==> config.mk <==
export PLATFORM = sky130hd
export DESIGN_NAME = rc4sc_ctrl
export DESIGN_NICKNAME = d
export VERILOG_FILES = /design/src/sv/rc4sc_pkg.sv /design/src/sv/rc4sc_ctrl.sv
export SDC_FILE = /design/constraint.sdc
export NUM_CORES = 1
export LEC_CHECK = 0
export ABC_CLOCK_PERIOD_IN_PS = 1800
export BUFFER_PORTS_ARGS = -buffer_cell sky130_fd_sc_hd__buf_2
export CAP_MARGIN = 10
export CELL_PAD_IN_SITES_DETAIL_PLACEMENT = 2
export CELL_PAD_IN_SITES_GLOBAL_PLACEMENT = 2
export CORE_UTILIZATION = 27
export CTS_CLUSTER_DIAMETER = 120
export DETAILED_ROUTE_END_ITERATION = 8
export PLACE_DENSITY_LB_ADDON = 0.1
export SYNTH_ARGS = -nofsm -noshare
export SYNTH_HDL_FRONTEND = slang
export SYNTH_SLANG_ARGS = --single-unit
==> constraint.sdc <==
create_clock -name clk_i -period 1.8 [get_ports clk_i]
set_input_delay 0.45 -clock clk_i [delete_from_list [all_inputs] [get_ports clk_i]]
set_output_delay 0.45 -clock clk_i [all_outputs]
set_load 0.05 [all_outputs]
==> src/sv/rc4sc_pkg.sv <==
// shared types and constants for the rc4 stream cipher unit
package rc4sc_pkg;

  localparam int unsigned BYTE_W  = 8;
  localparam int unsigned DEF_LEN = 8;

  localparam logic [BYTE_W-1:0] LAST_IDX = 8'hFF;

  localparam logic [BYTE_W-1:0] DEFAULT_KEY [DEF_LEN] = '{
    8'h61, 8'h62, 8'h63, 8'h64, 8'h31, 8'h32, 8'h33, 8'h34
  };

  typedef enum logic {
    KIND_KEY  = 1'b0,
    KIND_DATA = 1'b1
  } kind_e;

  typedef struct packed {
    logic latch;      // capture the input byte
    logic key_wr;     // store a key byte
    logic key_last;   // close key entry
    logic sched_init; // clear i, j and key index
    logic fill_wr;    // identity fill, one entry
    logic ks_rd;      // schedule: read perm[i] and key byte
    logic ks_j;       // schedule: update j, read perm[j]
    logic ks_wj;      // schedule: write perm[j]
    logic ks_wi;      // schedule: write perm[i], advance
    logic d_rd;       // read perm[i+1]
    logic d_inc;      // advance i
    logic d_j;        // data: update j, read perm[j]
    logic d_sw;       // data: write perm[i], read perm[t]
    logic d_out;      // data: write perm[j], emit result
  } rc4sc_cmd_t;

  typedef struct packed {
    logic i_last;
    logic out_free;
  } rc4sc_sts_t;

endpackage

==> src/sv/rc4sc_ctrl.sv <==
// controller state machine for the rc4 stream cipher unit
module rc4sc_ctrl (
  input  logic               clk_i,
  input  logic               rst_ni,
  input  logic               in_valid_i,
  input  logic               in_kind_i,
  input  logic               in_last_i,
  output logic               in_stall_o,
  input  rc4sc_pkg::rc4sc_sts_t sts_i,
  output rc4sc_pkg::rc4sc_cmd_t cmd_o
);
  import rc4sc_pkg::*;

  typedef enum logic [9:0] {
    S_IDLE = 10'b00_0000_0001,
    S_FILL = 10'b00_0000_0010,
    S_KRD  = 10'b00_0000_0100,
    S_KJ   = 10'b00_0000_1000,
    S_KWJ  = 10'b00_0001_0000,
    S_KWI  = 10'b00_0010_0000,
    S_DRD  = 10'b00_0100_0000,
    S_DJ   = 10'b00_1000_0000,
    S_DSW  = 10'b01_0000_0000,
    S_DOUT = 10'b10_0000_0000
  } state_e;

  state_e state_q, state_d;
  logic   pend_q, pend_d;
  logic   then_data_q, then_data_d;
  logic   acc;
  logic   is_key;

  assign acc        = in_valid_i && (state_q == S_IDLE);
  assign is_key     = (kind_e'(in_kind_i) == KIND_KEY);
  assign in_stall_o = (state_q != S_IDLE);

  always_comb begin
    state_d     = state_q;
    pend_d      = pend_q;
    then_data_d = then_data_q;
    cmd_o       = '0;
    case (state_q)
      S_IDLE: begin
        cmd_o.d_rd = 1'b1;
        if (acc) begin
          cmd_o.latch = 1'b1;
          if (is_key) begin
            cmd_o.key_wr = 1'b1;
            if (in_last_i) begin
              cmd_o.key_last   = 1'b1;
              cmd_o.sched_init = 1'b1;
              then_data_d      = 1'b0;
              state_d          = S_FILL;
            end
          end else if (pend_q) begin
            cmd_o.sched_init = 1'b1;
            then_data_d      = 1'b1;
            state_d          = S_FILL;
          end else begin
            cmd_o.d_inc = 1'b1;
            state_d     = S_DJ;
          end
        end
      end
      S_FILL: begin
        cmd_o.fill_wr = 1'b1;
        if (sts_i.i_last) state_d = S_KRD;
      end
      S_KRD: begin
        cmd_o.ks_rd = 1'b1;
        state_d     = S_KJ;
      end
      S_KJ: begin
        cmd_o.ks_j = 1'b1;
        state_d    = S_KWJ;
      end
      S_KWJ: begin
        cmd_o.ks_wj = 1'b1;
        state_d     = S_KWI;
      end
      S_KWI: begin
        cmd_o.ks_wi = 1'b1;
        if (sts_i.i_last) begin
          pend_d  = 1'b0;
          state_d = then_data_q ? S_DRD : S_IDLE;
        end else begin
          state_d = S_KRD;
        end
      end
      S_DRD: begin
        cmd_o.d_rd  = 1'b1;
        cmd_o.d_inc = 1'b1;
        state_d     = S_DJ;
      end
      S_DJ: begin
        cmd_o.d_j = 1'b1;
        state_d   = S_DSW;
      end
      S_DSW: begin
        cmd_o.d_sw = 1'b1;
        state_d    = S_DOUT;
      end
      S_DOUT: begin
        cmd_o.d_out = 1'b1;
        if (sts_i.out_free) state_d = S_IDLE;
      end
      default: begin
        state_d = S_IDLE;
      end
    endcase
  end

  always_ff @(posedge clk_i or negedge rst_ni) begin
    if (!rst_ni) begin
      state_q     <= S_IDLE;
      pend_q      <= 1'b1;
      then_data_q <= 1'b0;
    end else begin
      state_q     <= state_d;
      pend_q      <= pend_d;
      then_data_q <= then_data_d;
    end
  end

endmodule

* Word-level counts from Yosys, hierarchy flattened
Index checks and enable logic that the tools add are counted.
** Word-level totals
- Output and inout port bits :: 15
- Latch bits :: 0
- ROM bits :: 0
- Bits in registers :: 12
- Input bits :: 7
- Word-level logic and storage cells :: 54
- Memory bits (writable) :: 0
- Memories :: 0
** Operators by class
- Order comparisons :: 0
- Muxes and demuxes :: 30
- Eq/ne operators :: 16
- Multiply operators :: 0
- Add/subtract/negate cells :: 0
- Div/mod/pow operators :: 0
- Bitwise operators :: 0
- Reduce and logical (&&, ||, !) cells :: 5
- Shift-type cells :: 0
** Operators with widths (number)
- $pmux 10 s10 :: 1
- $mux 10 :: 5
- $mux 1 :: 16
- $mux 7 :: 2
- $eq 10x1->1 const B :: 1
- $eq 10x10->1 const B :: 1
- $eq 10x2->1 const B :: 1
- $eq 10x3->1 const B :: 1
- $eq 10x4->1 const B :: 1
- $eq 10x5->1 const B :: 1
- $eq 10x6->1 const B :: 1
- $eq 10x7->1 const B :: 1
- $eq 10x8->1 const B :: 1
- $eq 10x9->1 const B :: 1
- $ne 10x1->1 const B :: 1
- $mux 4 :: 2
- $mux 8 :: 1
- $reduce_and 4->1 :: 2
- $ne 2x2->1 const B :: 3
- $mux 2 :: 2
- $pmux 2 s2 :: 1
- $ne 3x3->1 const B :: 1
- $ne 2x1->1 const B :: 1
- $reduce_and 2->1 :: 1
- other kinds (2) :: 2

* Longest topological paths before layout
- Word-level depth :: 4
- Gate-level depth with buffers :: 7
- Mapped depth without buffers :: 6

* Worst setup path after synthesis
Ideal clock, no wire load.
- Path type :: reg2out
- Start point :: register state_q[7]
- End point :: output port cmd_o[6] in the netlist's numbering
- Data arrival time :: 2.712 ns
- Required time :: 1.350 ns
- Slack :: -1.362 ns
- Stages on the path, launching flop included :: 5
- Buffers on the path :: 1
- Cell sequence :: dfrtp_1 > buf_6 > nor4_4 > nand2_1 > nor4b_1
** RTL lines
- start, declared :: line rc4sc_ctrl.sv:27 : state_e state_q, state_d;
- start signal, assigned :: line rc4sc_ctrl.sv:119 : state_q <= state_d;
- end, declared :: line rc4sc_ctrl.sv:10 : output rc4sc_pkg::rc4sc_cmd_t cmd_o

* Final worst setup path
- Start point :: register state_q[4]
- End point :: output port in_stall_o
** Between the ends
- Longest elaborated chain between the ends :: 1
** RTL lines
- $ne 10x1->1 :: line rc4sc_ctrl.sv:35 : assign in_stall_o = (state_q != S_IDLE);
- end, declared :: line rc4sc_ctrl.sv:8 : output logic in_stall_o,
No other way between the ends.

==> results list <==
- The clock passes through at most 2 buffers.
- Run status: finished with violations
- Number of different library cells in the post-synthesis netlist: just over 40
- Max-cap violations in this run came to 0.
* Switch Pwr: 0.000942 W
- At the end of routability-driven placement, the weighted congestion stood at 0.756.
* WP data required: 1.35 ns
- HPWL after detailed placement: 2480 um
* Via count of the first global-routing pass: between 1,000 and 1,500
* Port-buffer cells: 21
- Once detail routing completed, the nets flagged for antenna violations numbered 0.
- GRT Util Overall: 21.7%
* Avg Cell Area, Syn: 9.09 um^2
* Comb power frac: 72.6%
- Antenna diode count: 0
- The tree built by TritonCTS fans out to 12 sinks.
- Slew at the pin closest to its max-slew limit: between 0.4 and 0.5 ns
- Total routed wirelength: 3680 um
* Io pins: 22
- The final critical path takes up 135% of the cycle.
* Largest driver fanout on the critical path: 4
- Net Sw Frac: 47.3%
- Commonest cells after routing, fill and taps aside: sky130_fd_sc_hd__buf_4 (32), sky130_fd_sc_hd__buf_6 (13), sky130_fd_sc_hd__dfrtp_1 (8)
- CTS built an H-tree with a depth of 1.
- In this run, the number of DRC markers left after iteration 0 of detailed routing was 21.
* Count of buffering cells on the critical path with inverters included: 1
- Post-Synthesis Cells: 97
- CP max stage delay: 0.42 ns
* Unrepaired setup endpoints after global routing: true
* Setup slack of the worst register-to-register path: -0.32 ns
- Worst Reg2Reg Path Length in Cells: 8
* Number of cell rows: 20
- Entering global routing, the biggest net connects 13 pins.
* Least setup slack across all paths after layout: -0.623 ns
- For this run, design rule violations remaining after detail routing come to 0.
- Crit path capture type: output pin
- Async set or reset register ratio after synthesis: 100%
- The min-delay analysis places its worst path in the category input pin to async pin.
- VDD IR max: a little under 0.0005 V
- The cell sitting at the root of the clock tree is a sky130_fd_sc_hd__clkbuf_4.
* Maximum operating frequency: 413 MHz
* Number of failing setup endpoints in the final timing report: 19
- In the routed layout, each cell is associated on average with a via count of 5.04.
- Initial antenna violation count: 0
- Area growth from synthesis to layout: 80.9%
* Synth Register Bits: 12
* Final clock skew: 0.00699 ns
- Tracing the worst setup path back leads to its startpoint at state_q[4]$_DFFE_PN0P_.
- Sequential elements use 34.3% of the synthesized area.
- Worst r2r src: state_q[2]$_DFFE_PN0P_
- The number of hold-slack violations in the final timing report came to 0.
- Final Max Slew Viols: 0
- In this design, the largest share of critical-path delay is due to simple AND/OR/NAND/NOR gates.
- STA classifies the critical path startpoint as a flop.
* Number of fillers in the final layout: 325
* Remaining global-route overflow: 0
* Post-synthesis instance area: approximately 900 um^2
- EDFF count, synth: 0
* Overall die height: approximately 59 um
* Final critical path time including I/O delays and setup: roughly 2.4 ns
* Width of the chip: between 50 and 60 um
* Power density relative to cell area: 1250 nW/um^2
* Starting utilization of the core area: between 20 and 30%
- Measured against its own limit, the worst slew margin works out to 72.2%.
- Yosys printed 0 warnings.
- Share of total power in the clock network: about a tenth
* Post-Place Cell Area: about 1300 um^2
- RR Endpoint: state_q[0]$_DFFE_PN1P_
- TritonCTS clock tree: done
* Clock latency reported for the late side of the worst-skew pair: 0.29 ns
* Most common cell after layout, fill and taps aside: sky130_fd_sc_hd__buf_4
- First-pass iteration count of the detailed router: 2
* Syn Nets: 104
- Summed area of non-filler cells in the final layout: 1600 um^2
* Share of layout cells above drive strength 1: a little over three fifths
* Clock buffer count from CTS: 3
- Number of vias after detailed routing: 977
- Among all flip-flop cells after synthesis, the most frequent one is sky130_fd_sc_hd__dfrtp_1.
* CP max-delay cell: sky130_fd_sc_hd__dfrtp_1
- Global-route wire length before repair: 5370 um
- The net count of the finished layout is 158.
- The critical path is of the flop to output pin type.
- After detailed routing, the average wire length per cell comes to between 15 and 20 um.
- The signal on the critical path passes through nor4_4, nand2_2, or3_4, or2_4, buf_6.
* Post-Route Hold Slack: 0.0407 ns
* Die area: between 3000 and 4000 um^2
* Arrival time at the worst endpoint: 1.97 ns
- The floorplan step defined a core boundary enclosing 3080 um^2.
- Clock transition at the register clock pins on the worst setup and hold paths after CTS: 0.09 ns
- Leak: 0.656 nW
* Register share of total power: 17.5%
* Total internal power: approximately 0.0011 W
* Violated checks: setup timing
## final cells by class
| cell class | count | area [um^2] | area share [%] |
|---|---|---|---|
| Multi-Input combinational cell | 74 | 694 | 43.5 |
| Timing Repair Buffer | 56 | 492 | 30.8 |
| Sequential cell | 12 | 305 | 19.1 |
| Tap cell | 44 | 55.1 | 3.45 |
| Clock buffer | 4 | 26.3 | 1.65 |
| Inverter | 4 | 22.5 | 1.41 |
## cell usage after synthesis, drive strengths merged (2+ instances only)
cell type / number / area (um^2)
nor2: 10 / 37.5
or3: 3 / 23.8
and3: 2 / 13.8
nor4: 2 / 42.5
nand4: 2 / 12.5
nor4b: 6 / 73.8
nor2b: 2 / 12.5
nand3: 3 / 20.0
dfstp: 2 / 52.6
nand2: 7 / 26.3
a21oi: 5 / 25.0
nand2b: 3 / 18.8
nor3b: 8 / 60.1
buf: 4 / 35.0
nor3: 4 / 20.0
clkbuf: 3 / 12.5
a21boi: 2 / 15.0
or2: 2 / 12.5
o21ai: 2 / 10.0
inv: 4 / 15.0
dfrtp: 10 / 250
## how the worst max path moves through the flow
stage                 end  cells after the start
2_1_floorplan    cmd_o[5]                      4
3_3_place_gp    cmd_o[10]                      5
3_5_place_dp    cmd_o[10]                      5
4_1_cts        in_stall_o                      5
5_1_grt        in_stall_o                      5
6_report       in_stall_o                      5
## per-layer routing
metal	vias up	share of wire, %	global-route usage, %
li1	457	-	-
met1	492	43	26.0
met2	20	53	39.3
met3	8	2.1	2.62
met4	0	2.1	8.16
met5	-	0	0
## stage by stage
step                      util, %  setup WS, ns  power, W  setup TNS (ns)  instances
after floorplan                 -        -0.382   0.00112           -4.50         97
after CTS                    49.4        -0.634   0.00185           -7.82        190
after global routing         51.8        -0.691   0.00209           -9.60        194
after detailed placement     43.5        -0.405   0.00144           -4.33        182
after global placement       43.5        -0.348   0.00140           -3.59        182
final                        51.8        -0.623   0.00199           -8.08        194
## power by group through the flow
| stage | clock (W) | combinational (W) | sequential (W) |
|---|---|---|---|
| floorplan | 0 | 0.000789 | 0.000330 |
| global placement | 0 | 0.00106 | 0.000346 |
| detailed placement | 0 | 0.00109 | 0.000349 |
| CTS | 0.000199 | 0.00130 | 0.000346 |
| global route | 0.000215 | 0.00153 | 0.000350 |
| finish | 0.000198 | 0.00145 | 0.000348 |
## logic make-up (layout without fill, tap and decap cells)
family	after synthesis	after routing	synth area share, %
simple gates	56	56	44.3
flops	12	12	34.3
buf+inv	11	64	7.09
xor+xnor	1	1	0.993
compound gates	17	17	13.3
## what timing repair did
| action | CTS | global route |
|---|---|---|
| gates resized for setup | 37 | 12 |
| pin swaps | 5 | 12 |
| hold buffers | 0 | 0 |
| buffers inserted | 5 | 7 |
| endpoints found under the setup margin | 19 | 20 |
| hold endpoints to repair | 0 | 0 |
## worst reg2reg max path, cell delays in order, from the launching register on
cell                      delay, ns
sky130_fd_sc_hd__dfrtp_1       0.43
sky130_fd_sc_hd__nor4_4        0.40
sky130_fd_sc_hd__buf_4         0.20
sky130_fd_sc_hd__nand3_4       0.12
sky130_fd_sc_hd__buf_6         0.16
sky130_fd_sc_hd__buf_6         0.10
sky130_fd_sc_hd__nor4b_4       0.30
sky130_fd_sc_hd__nor2_2        0.09
sky130_fd_sc_hd__o221a_1       0.27
## sequential cells by signal (all words and copies together) (netlist names)
register	cells
pend_q	1
state_q	10
then_data_q	1
Power figures use the tool's default switching activity.
